$ cat config.mk
export PLATFORM = sky130hd
export DESIGN_NAME = ride_mode_tracker_flat
export DESIGN_NICKNAME = d
export VERILOG_FILES = /design/src/design/rmt_pkg.sv /design/src/design/rmt_if.sv /design/src/design/rmt_fsm.sv /design/src/design/ride_mode_tracker.sv /design/src/flat_wrapper.sv
export VERILOG_INCLUDE_DIRS = /design/src /design/src/design
export SDC_FILE = /design/constraint.sdc
export NUM_CORES = 1
export LEC_CHECK = 0
export BUFFER_PORTS_ARGS = -buffer_cell sky130_fd_sc_hd__buf_2
export CORE_ASPECT_RATIO = 1.5
export CORE_MARGIN = 4
export CORE_UTILIZATION = 55
export DETAILED_ROUTE_END_ITERATION = 8
export GPL_TIMING_DRIVEN = 0
export HOLD_SLACK_MARGIN = 0.06
export PLACE_DENSITY = 0.82
export SLEW_MARGIN = 20
export SYNTH_ARGS = -nofsm -noshare
export SYNTH_HDL_FRONTEND = slang
export SYNTH_SLANG_ARGS = --single-unit
$ cat constraint.sdc
create_clock -name i_clk -period 13.97 [get_ports i_clk]
set_clock_uncertainty 0.2 [all_clocks]
set_input_delay 1.397 -clock i_clk [delete_from_list [all_inputs] [get_ports i_clk]]
set_output_delay 1.397 -clock i_clk [all_outputs]
set_load 0.01 [all_outputs]
$ cat src/design/ride_mode_tracker_macros.svh
// Assertion macros for the ride mode tracker.
`ifndef RIDE_MODE_TRACKER_MACROS_SVH
`define RIDE_MODE_TRACKER_MACROS_SVH

`ifndef SYNTHESIS

`define RMT_ASSERT_NEXT(lbl, pre, post) \
    lbl: assert property (@(posedge i_clk) disable iff (!i_rst_n) (pre) |=> (post)) \
        else $error("ride_mode_tracker: next-cycle check failed");

`define RMT_ASSERT_NOW(lbl, pre, post) \
    lbl: assert property (@(posedge i_clk) disable iff (!i_rst_n) (pre) |-> (post)) \
        else $error("ride_mode_tracker: same-cycle check failed");

`else

`define RMT_ASSERT_NEXT(lbl, pre, post)
`define RMT_ASSERT_NOW(lbl, pre, post)

`endif

`endif

$ cat src/design/rmt_pkg.sv
package rmt_pkg;

    localparam int unsigned SPEED_W = 12;
    localparam int unsigned TIME_W  = 32;
    localparam int unsigned CFG_IDX_W  = 2;
    localparam int unsigned CFG_DATA_W = 32;

    localparam logic [SPEED_W-1:0] RIDE_SPEED_RST = 12'd100;
    localparam logic [SPEED_W-1:0] IDLE_SPEED_RST = 12'd30;
    localparam logic [TIME_W-1:0]  RIDE_CONFIRM_RST = 32'd5000;
    localparam logic [TIME_W-1:0]  IDLE_TIMEOUT_RST = 32'd60000;

    typedef enum logic [2:0] {
        MODE_IDLE   = 3'd0,
        MODE_RIDING = 3'd1,
        MODE_IMPACT = 3'd2,
        MODE_FALLEN = 3'd3,
        MODE_SOS    = 3'd4
    } t_mode;

    typedef enum logic [2:0] {
        KIND_GPS    = 3'd0,
        KIND_IMPACT = 3'd1,
        KIND_FALL   = 3'd2,
        KIND_SOS    = 3'd3,
        KIND_ACK    = 3'd4,
        KIND_STATUS = 3'd5
    } t_kind;

    typedef enum logic [CFG_IDX_W-1:0] {
        CFG_RIDE_SPEED   = 2'd0,
        CFG_IDLE_SPEED   = 2'd1,
        CFG_RIDE_CONFIRM = 2'd2,
        CFG_IDLE_TIMEOUT = 2'd3
    } t_cfg_idx;

    typedef struct packed {
        logic [SPEED_W-1:0] ride_speed;
        logic [SPEED_W-1:0] idle_speed;
        logic [TIME_W-1:0]  ride_confirm;
        logic [TIME_W-1:0]  idle_timeout;
    } t_cfg;

    typedef struct packed {
        logic [2:0]         kind;
        logic [TIME_W-1:0]  now_ms;
        logic [SPEED_W-1:0] speed;
        logic               gps_valid;
    } t_item;

    typedef struct packed {
        logic [2:0]        mode;
        logic [2:0]        previous_mode;
        logic              detect_enable;
        logic [TIME_W-1:0] time_in_mode;
    } t_result;

endpackage

$ cat src/design/rmt_if.sv
interface rmt_in_if import rmt_pkg::*; ();
    logic               valid;
    logic               ready;
    logic [2:0]         kind;
    logic [TIME_W-1:0]  now_ms;
    logic [SPEED_W-1:0] speed;
    logic               gps_valid;

    modport source (output valid, kind, now_ms, speed, gps_valid, input ready);
    modport sink   (input valid, kind, now_ms, speed, gps_valid, output ready);
endinterface

interface rmt_out_if import rmt_pkg::*; ();
    logic              valid;
    logic              ready;
    logic [2:0]        mode;
    logic [2:0]        previous_mode;
    logic              detect_enable;
    logic [TIME_W-1:0] time_in_mode;

    modport source (output valid, mode, previous_mode, detect_enable, time_in_mode,
                    input ready);
    modport sink   (input valid, mode, previous_mode, detect_enable, time_in_mode,
                    output ready);
endinterface

interface rmt_cfg_if import rmt_pkg::*; ();
    logic                  valid;
    logic                  ready;
    logic [CFG_IDX_W-1:0]  index;
    logic [CFG_DATA_W-1:0] data;

    modport source (output valid, index, data, input ready);
    modport sink   (input valid, index, data, output ready);
endinterface

$ cat src/design/rmt_fsm.sv
module rmt_fsm import rmt_pkg::*; (
    input  logic    i_clk,
    input  logic    i_rst_n,
    input  logic    i_accept,
    input  t_item   i_item,
    input  t_cfg    i_cfg,
    output t_result o_result,
    output t_mode   o_mode
);

    t_mode             r_mode, n_mode;
    t_mode             r_prior, n_prior;
    logic [TIME_W-1:0] r_entry, n_entry;
    logic [TIME_W-1:0] r_last_moving, n_last_moving;
    logic [TIME_W-1:0] r_cand_time, n_cand_time;
    logic              r_cand_act, n_cand_act;

    logic [TIME_W-1:0] cand_age;
    logic [TIME_W-1:0] moving_stamp;
    logic [TIME_W-1:0] still_age;

    assign cand_age     = i_item.now_ms - r_cand_time;
    assign moving_stamp = (i_item.speed > i_cfg.idle_speed) ? i_item.now_ms : r_last_moving;
    assign still_age    = i_item.now_ms - moving_stamp;

    // next state
    always_comb begin
        n_mode        = r_mode;
        n_prior       = r_prior;
        n_entry       = r_entry;
        n_last_moving = r_last_moving;
        n_cand_time   = r_cand_time;
        n_cand_act    = r_cand_act;
        case (i_item.kind)
            KIND_GPS: begin
                if (i_item.gps_valid) begin
                    if (r_mode == MODE_IDLE) begin
                        if (i_item.speed > i_cfg.ride_speed) begin
                            if (!r_cand_act) begin
                                n_cand_act  = 1'b1;
                                n_cand_time = i_item.now_ms;
                            end else if (cand_age > i_cfg.ride_confirm) begin
                                n_prior    = r_mode;
                                n_mode     = MODE_RIDING;
                                n_entry    = i_item.now_ms;
                                n_cand_act = 1'b0;
                            end
                        end else begin
                            n_cand_act = 1'b0;
                        end
                    end else if (r_mode == MODE_RIDING) begin
                        n_last_moving = moving_stamp;
                        if (still_age > i_cfg.idle_timeout) begin
                            n_prior = r_mode;
                            n_mode  = MODE_IDLE;
                            n_entry = i_item.now_ms;
                        end
                    end
                end
            end
            KIND_IMPACT: begin
                if (r_mode == MODE_IDLE || r_mode == MODE_RIDING) begin
                    n_prior = r_mode;
                    n_mode  = MODE_IMPACT;
                    n_entry = i_item.now_ms;
                end
            end
            KIND_FALL: begin
                n_prior = r_mode;
                n_mode  = MODE_FALLEN;
                n_entry = i_item.now_ms;
            end
            KIND_SOS: begin
                n_prior = r_mode;
                n_mode  = MODE_SOS;
                n_entry = i_item.now_ms;
            end
            KIND_ACK: begin
                if (r_mode == MODE_IMPACT || r_mode == MODE_FALLEN) begin
                    n_mode = r_prior;
                end else if (r_mode == MODE_SOS) begin
                    n_mode = MODE_IDLE;
                end
                n_entry = i_item.now_ms;
            end
            default: begin
            end
        endcase
    end

    // outputs
    always_comb begin
        o_result.mode          = n_mode;
        o_result.previous_mode = n_prior;
        o_result.detect_enable = (n_mode == MODE_IDLE) || (n_mode == MODE_RIDING);
        o_result.time_in_mode  = i_item.now_ms - n_entry;
    end

    assign o_mode = r_mode;

    always_ff @(posedge i_clk) begin
        if (!i_rst_n) begin
            r_mode        <= MODE_IDLE;
            r_prior       <= MODE_IDLE;
            r_entry       <= '0;
            r_last_moving <= '0;
            r_cand_time   <= '0;
            r_cand_act    <= 1'b0;
        end else if (i_accept) begin
            r_mode        <= n_mode;
            r_prior       <= n_prior;
            r_entry       <= n_entry;
            r_last_moving <= n_last_moving;
            r_cand_time   <= n_cand_time;
            r_cand_act    <= n_cand_act;
        end
    end

endmodule

$ cat src/design/ride_mode_tracker.sv
// Channel   Dir  Role    Payload
// i_in      in   sink    kind, now_ms, speed, gps_valid
// o_out     out  source  mode, previous_mode, detect_enable, time_in_mode
// i_cfg     in   sink    index, data (always ready)
//
// One request per cycle unless the receiver stalls; its result appears in the output register the next cycle.
// The mode update and result are one compare-and-subtract pass ahead of that register.
// A new request is taken while the output register is empty or being drained.
// Synchronous reset restores default thresholds and returns the tracker to idle.
`include "ride_mode_tracker_macros.svh"

module ride_mode_tracker import rmt_pkg::*; (
    input  logic        i_clk,
    input  logic        i_rst_n,
    rmt_in_if.sink      i_in,
    rmt_out_if.source   o_out,
    rmt_cfg_if.sink     i_cfg
);

    t_cfg    r_cfg;
    t_item   item;
    t_result result;
    t_result r_res;
    logic    r_out_valid;
    logic    accept;
    t_mode   mode;

    assign i_cfg.ready = 1'b1;
    assign i_in.ready  = !r_out_valid || o_out.ready;
    assign accept      = i_in.valid && i_in.ready;

    assign item.kind      = i_in.kind;
    assign item.now_ms    = i_in.now_ms;
    assign item.speed     = i_in.speed;
    assign item.gps_valid = i_in.gps_valid;

    always_ff @(posedge i_clk) begin
        if (!i_rst_n) begin
            r_cfg.ride_speed   <= RIDE_SPEED_RST;
            r_cfg.idle_speed   <= IDLE_SPEED_RST;
            r_cfg.ride_confirm <= RIDE_CONFIRM_RST;
            r_cfg.idle_timeout <= IDLE_TIMEOUT_RST;
        end else if (i_cfg.valid) begin
            case (t_cfg_idx'(i_cfg.index))
                CFG_RIDE_SPEED:   r_cfg.ride_speed   <= i_cfg.data[SPEED_W-1:0];
                CFG_IDLE_SPEED:   r_cfg.idle_speed   <= i_cfg.data[SPEED_W-1:0];
                CFG_RIDE_CONFIRM: r_cfg.ride_confirm <= i_cfg.data[TIME_W-1:0];
                CFG_IDLE_TIMEOUT: r_cfg.idle_timeout <= i_cfg.data[TIME_W-1:0];
                default: begin
                end
            endcase
        end
    end

    rmt_fsm u_fsm (
        .i_clk    (i_clk),
        .i_rst_n  (i_rst_n),
        .i_accept (accept),
        .i_item   (item),
        .i_cfg    (r_cfg),
        .o_result (result),
        .o_mode   (mode)
    );

    always_ff @(posedge i_clk) begin
        if (!i_rst_n) begin
            r_out_valid <= 1'b0;
        end else if (accept) begin
            r_out_valid <= 1'b1;
        end else if (o_out.ready) begin
            r_out_valid <= 1'b0;
        end
    end

    always_ff @(posedge i_clk) begin
        if (accept) begin
            r_res <= result;
        end
    end

    assign o_out.valid         = r_out_valid;
    assign o_out.mode          = r_res.mode;
    assign o_out.previous_mode = r_res.previous_mode;
    assign o_out.detect_enable = r_res.detect_enable;
    assign o_out.time_in_mode  = r_res.time_in_mode;

    `RMT_ASSERT_NEXT(a_accept_gives_result, accept, o_out.valid && (mode == t_mode'(o_out.mode)))
    `RMT_ASSERT_NEXT(a_sos_entry, accept && (i_in.kind == KIND_SOS), (o_out.mode == MODE_SOS) && (o_out.time_in_mode == '0))
    `RMT_ASSERT_NEXT(a_ack_from_sos, accept && (i_in.kind == KIND_ACK) && (mode == MODE_SOS), (mode == MODE_IDLE) && o_out.detect_enable)
    `RMT_ASSERT_NOW(a_stall_blocks_input, r_out_valid && !o_out.ready, !i_in.ready)

endmodule

$ cat src/flat_wrapper.sv
// flat-port wrapper written by rule: the top's interface ports become plain ports
module ride_mode_tracker_flat import rmt_pkg::*;
  (i_clk, i_rst_n, i_in_valid, i_in_kind, i_in_now_ms, i_in_speed, i_in_gps_valid, i_in_ready, o_out_valid, o_out_mode, o_out_previous_mode, o_out_detect_enable, o_out_time_in_mode, o_out_ready, i_cfg_valid, i_cfg_index, i_cfg_data, i_cfg_ready);
  rmt_in_if i_in_i ();
  rmt_out_if o_out_i ();
  rmt_cfg_if i_cfg_i ();
  input  logic i_clk;
  input  logic i_rst_n;
  input wire logic [$bits(i_in_i.valid)-1:0] i_in_valid;
  input wire logic [$bits(i_in_i.kind)-1:0] i_in_kind;
  input wire logic [$bits(i_in_i.now_ms)-1:0] i_in_now_ms;
  input wire logic [$bits(i_in_i.speed)-1:0] i_in_speed;
  input wire logic [$bits(i_in_i.gps_valid)-1:0] i_in_gps_valid;
  output wire logic [$bits(i_in_i.ready)-1:0] i_in_ready;
  output wire logic [$bits(o_out_i.valid)-1:0] o_out_valid;
  output wire logic [$bits(o_out_i.mode)-1:0] o_out_mode;
  output wire logic [$bits(o_out_i.previous_mode)-1:0] o_out_previous_mode;
  output wire logic [$bits(o_out_i.detect_enable)-1:0] o_out_detect_enable;
  output wire logic [$bits(o_out_i.time_in_mode)-1:0] o_out_time_in_mode;
  input wire logic [$bits(o_out_i.ready)-1:0] o_out_ready;
  input wire logic [$bits(i_cfg_i.valid)-1:0] i_cfg_valid;
  input wire logic [$bits(i_cfg_i.index)-1:0] i_cfg_index;
  input wire logic [$bits(i_cfg_i.data)-1:0] i_cfg_data;
  output wire logic [$bits(i_cfg_i.ready)-1:0] i_cfg_ready;
  assign i_in_i.valid = i_in_valid;
  assign i_in_i.kind = i_in_kind;
  assign i_in_i.now_ms = i_in_now_ms;
  assign i_in_i.speed = i_in_speed;
  assign i_in_i.gps_valid = i_in_gps_valid;
  assign i_in_ready = i_in_i.ready;
  assign o_out_valid = o_out_i.valid;
  assign o_out_mode = o_out_i.mode;
  assign o_out_previous_mode = o_out_i.previous_mode;
  assign o_out_detect_enable = o_out_i.detect_enable;
  assign o_out_time_in_mode = o_out_i.time_in_mode;
  assign o_out_i.ready = o_out_ready;
  assign i_cfg_i.valid = i_cfg_valid;
  assign i_cfg_i.index = i_cfg_index;
  assign i_cfg_i.data = i_cfg_data;
  assign i_cfg_ready = i_cfg_i.ready;
  ride_mode_tracker u_core (.i_clk(i_clk), .i_rst_n(i_rst_n), .i_in(i_in_i), .o_out(o_out_i), .i_cfg(i_cfg_i));
endmodule
## Word-level counts from Yosys, hierarchy flattened

Cells that the tools add are included.

- Mux-type cells: 35
- Eq/ne operators: 12
- Add/sub/neg operators: 3
- Reductions and logical operators: 20
- Order comparisons: 4
- Bitwise logic cells: 2

Operator list:

| operator | count |
|---|---|
| $mux W32 | 9 |
| $pmux W32 S3 | 1 |
| $sub A32 B32 Y32 | 3 |
| $gt A32 B32 Y1 | 2 |
| $mux W3 | 18 |
| $gt A12 B12 Y1 | 2 |
| $pmux W3 S5 | 1 |
| $eq A3 B2 Y1 const B | 4 |
| $eq A3 B1 Y1 const B | 3 |
| $logic_not A3 Y1 | 3 |
| $pmux W3 S3 | 1 |
| $reduce_and A2 Y1 | 4 |
| $eq A3 B3 Y1 const B | 2 |
| $reduce_and A6 Y1 | 1 |
| $mux W1 | 5 |
| $reduce_and A5 Y1 | 1 |
| $eq A2 B2 Y1 const B | 2 |
| $logic_or A1 B1 Y1 | 4 |
| $reduce_and A4 Y1 | 1 |
| $reduce_or A3 Y1 | 1 |
| $eq A2 B1 Y1 const B | 1 |
| $logic_not A2 Y1 | 1 |
| $not A1 Y1 | 2 |
| $reduce_bool A2 Y1 | 1 |
| other kinds (3) | 3 |

- Output and inout bits: 42
- Register bits after elaboration: 231
- Bits of input ports: 87
- Logic and storage cells: 91

## Logic depth before layout (Yosys ltp)

- Depth in word-level cells: 11
- Mapped depth: 49
- Gate-level depth less buffers: 47

## Hierarchy

From an unflattened synthesis, not the netlist that was laid out.

- Cells, all modules: 2118
- Area, all modules: 17370.4 µm²

By module, submodules not included:

| module | sequential area each (µm²) | times used | area each (µm²) | cells an instance |
|---|---|---|---|---|
| rmt_fsm | 2062.0 | 1 | 12779.8 | 1729 |
| ride_mode_tracker | 2952.8 | 1 | 4590.7 | 389 |

## Worst setup path after synthesis

No wires, ideal clock.

- Path type: input -> register
- Start: input port i_in_speed[9]
- End: register u_core.r_res, in the netlist u_core.o_out.time_in_mode[29], data pin
- Stages: 43
- Library setup time: 0.282 ns
- Data arrival time: 10.128 ns
- Path buffers: 4
- Required time: 13.488 ns
- Setup slack: 3.360 ns
- Cell sequence: ha_1 -> a211o_1 -> a21oi_1 -> o211a_1 -> a21o_2 -> buf_2 -> buf_1 -> mux2i_1 -> ha_1 -> clkbuf_1 -> a21o_1 -> a21oi_1 -> inv_1 -> a21o_1 -> a21o_1 -> a21o_1 -> a211oi_1 -> o31a_1 -> (+7 left out) -> nor3_1 -> o21ai_0 -> a21o_1 -> a31oi_4 -> o21ai_4 -> buf_6 -> mux2i_1 -> ha_1 -> and3_1 -> nand3_1 -> a21oi_1 -> nor2_1 -> o21ai_0 -> a211oi_1 -> o41ai_1 -> a211oi_1 -> o21ai_0 -> o311ai_0

RTL lines:

| what | RTL line | text |
|---|---|---|
| start, declared | flat_wrapper.sv:12 | `input wire logic [$bits(i_in_i.speed)-1:0] i_in_speed;` |
| end signal, assigned | ride_mode_tracker.sv:77 | `r_res <= result;` |
| end, declared | ride_mode_tracker.sv:23 | `t_result r_res;` |

==> results.cfg <==
[synth]
synth_cells = 1899
yosys_warnings = 0
synth-edff-count = 39
yosysSeqAreaShare_pct = 31.8
ys_ff_latch = 231
syn_nets = 2164
ys.flop_type = dfxtp_1
synth_area_um2 = 15800
synth_top_area_share_pct = 24.4
synth_top_area_cell = dfxtp_1
synthArstFlopShare_pct = 0
synthDistinctLibCells = 87
synth_area_leaders = dfxtp_1 24%, ha_1 14%, edfxtp_1 7.4%
avgSynthCellArea_um2 = 8.31

[drt]
wl_per_cell_um = 17.0
vias = 14000
drtAntennaViolNets = 0
vias_per_cell = 5.79
routed_wl_mm = 41.0
drt_iter0_markers = 745
dr.pass1.iters = 5
drc = 0

[die]
core-area_um2 = 28200
start_util_pct = 56.0
dieHeight_um = 215
top_level_ports = 129
dieArea_um2 = 31500
rows = 75
fp.dieW_um = 146

[setup_path]
critical-path-max-stage-delay_ns = 0.67
crit_required_ns = 14.02
cp-start-kind = primary input
crit_arrival_ns = 12.54
cp_max_fo = 10
worstSetupPathType = primary input to flip-flop
end_kind = flip-flop
cp_slowest_cell = o41ai_1
cp_common_cell = a21o_1

[timing]
rsz0062_at_grt = no
slew_headroom_pct = 36.0
fmax_ghz = 0.0801
slew_viol_final = 0
setup_tns_ns = 0
setup_violations = 0
period_share_pct = 89.4
tightestPinTransition_ns = 0.953
hold_ws_ns = 0.255
hold_viol = 0
layout_min_cycle_time_ns = 12.49

[hold_path]
hold_path_class = flip-flop to flip-flop

[power_and_ir_drop]
leakage_uw = 0.00773
p_int_uw = 1350
pwr-share-comb_pct = 28.5
switching_power_uw = 624
vdd_drop_max_v = 0.0000938
power_frac_seq_pct = 37.1
power.total_uw = 1970
power-per-cell-area_nw_per_um2 = 111
switching_share_pct = 31.6
power.share.clock_pct = 34.3

[cells_and_area]
fill_cells = 2364
fin_util_pct = 62.9
final_area_um2 = 17700
syn_to_final_growth_pct = 12.2
drive_above_1_share_pct = 10.2
final_nets = 2318

[place]
port_buffers = 127
dpl_cell_area_um2 = 16900
hpwl_mm = 32.2
place_congestion = 0.905

[cts]
cts_resized = 0
cts_root_buffer = clkbuf_16
clk_path_buf_depth = 3
clk_pin_slew_worst_paths_ns = 0.06
h-tree-depth = 1
cts_tree = done
postCtsHoldBufs = 0
insertion_delay_ns = 0.55
clock-sinks = 231
numCtsBuffers = 24
cts_setup_buffers = 0

[grt]
grt_use_total_pct = 25.0
antenna_found_initial = 2
grt_pass1_vias = 13800
globalRouteOverflowTotal = 0
grt_pass1_wl_mm = 65.6
grt_max_degree = 33

[outcome]
status = finished, final reports clean

[run]
drv_cap = 0
## through the flow
| stage | instances | setup WS [ns] |
|---|---|---|
| CTS | 2416 | 1.52 |
| detailed placement | 2373 | 0.988 |
| global placement | 2372 | 1.11 |
| floorplan | 1899 | 3.36 |
| global route | 2418 | 0.739 |
| finish | 2418 | 1.48 |
## worst paths after layout
kind                                                      end        startpoint  cells after the start  slack, ns
worst max register to register  u_core.o_out.time_in_mode[29]  u_core.r_cfg[73]                     44       2.09
worst min register to register               u_core.r_cfg[10]  u_core.r_cfg[10]                      2       0.25
worst min-delay path                         u_core.r_cfg[10]  u_core.r_cfg[10]                      2       0.25
worst max-delay path            u_core.o_out.time_in_mode[29]     i_in_speed[9]                     44       1.48
## layout by cell type (no fill, tap or decap), types with 21 or more instances in the layout
cell | synthesis | layout
a21oi_1 | 186 | 186
edfxtp_1 | 39 | 39
o211ai_1 | 25 | 25
inv_1 | 160 | 160
nand3_1 | 27 | 27
clkbuf_16 | 0 | 25
clkbuf_1 | 60 | 62
dfxtp_1 | 192 | 192
ha_1 | 176 | 176
xor2_1 | 32 | 32
nor2_1 | 172 | 172
a211oi_1 | 36 | 36
nor2b_1 | 23 | 23
nand2_1 | 231 | 231
mux2i_1 | 111 | 111
a21o_1 | 77 | 77
buf_2 | 2 | 129
xnor2_1 | 53 | 53
o21ai_0 | 66 | 66
nand2b_1 | 21 | 21
## metal layers
layer,share of wire [%],GRT usage [%],wire length [µm]
met1,39,27.4,16100
met2,50,45.6,20400
met3,4.9,3.21,2020
met4,6.3,14.9,2580
met5,0,0,0
## cells by family (layout without fill, tap and decap cells)
| logic type | after synthesis | count (layout) | synth area share [%] |
|---|---|---|---|
| simple gates | 568 | 568 | 16.1 |
| xor+xnor | 85 | 85 | 4.72 |
| flops | 231 | 231 | 31.8 |
| other cells | 1 | 3 | 0.0238 |
| mux | 111 | 111 | 7.04 |
| fa+ha+maj | 180 | 180 | 14.3 |
| compound gates | 490 | 490 | 20.1 |
| buf+inv | 233 | 404 | 5.87 |
## sequential cells by signal (all words and copies together), names as in the netlist, 3 cells and up
name	count
u_core.r_cfg	88
u_core.o_out.time_in_mode	32
u_core.u_fsm.r_cand_time	32
u_core.u_fsm.r_entry	32
u_core.u_fsm.r_last_moving	32
u_core.o_out.mode	3
u_core.o_out.previous_mode	3
u_core.u_fsm.o_mode	3
u_core.u_fsm.r_prior	3
## synthesized netlist by cell type, drive strengths merged (4+ instances only)
cell    count
or2        10
nand2b     21
inv       161
and3       15
edfxtp     39
o21a       14
a21oi     188
o211ai     26
and2        6
or3         4
buf        12
nand4      20
a221oi      7
o21ai      71
ha        176
nor2      172
nand2     231
nor3       19
nor2b      23
xnor2      53
o31ai       6
nand3      28
a21o       78
clkbuf     60
xor2       32
mux2i     111
dfxtp     192
a31oi      12
a211oi     36
o21bai     10
## critical path, delay by kind of cell
kind                     cells  cell delay, ns
adder cells (fa/ha/maj)      4            1.21
buffers and inverters        6            1.51
AND/OR/NAND/NOR              7            1.44
AO/OA/AOI/OAI               25            6.58
multiplexers                 2            0.41
## area by class of cell
class                           count  area (µm²)  share of cell area [%]
Timing Repair Buffer              128         656                    3.70
Antenna cell                        2        5.00                  0.0283
Clock inverter                     10         128                   0.721
Clock buffer                       33         706                    3.99
Multi-Input combinational cell   1435        9830                    55.6
Sequential cell                   231        5010                    28.3
Buffer                             72         323                    1.82
Inverter                          161         604                    3.41
Tap cell                          346         433                    2.45
## power by group through the flow
stage | registers, µW | clock network [µW] | logic [µW]
floorplan | 757 | 0 | 392
global placement | 747 | 0 | 534
detailed placement | 748 | 0 | 554
CTS | 733 | 686 | 559
global route | 737 | 709 | 626
finish | 733 | 678 | 563
Power figures use the tool's default switching activity.
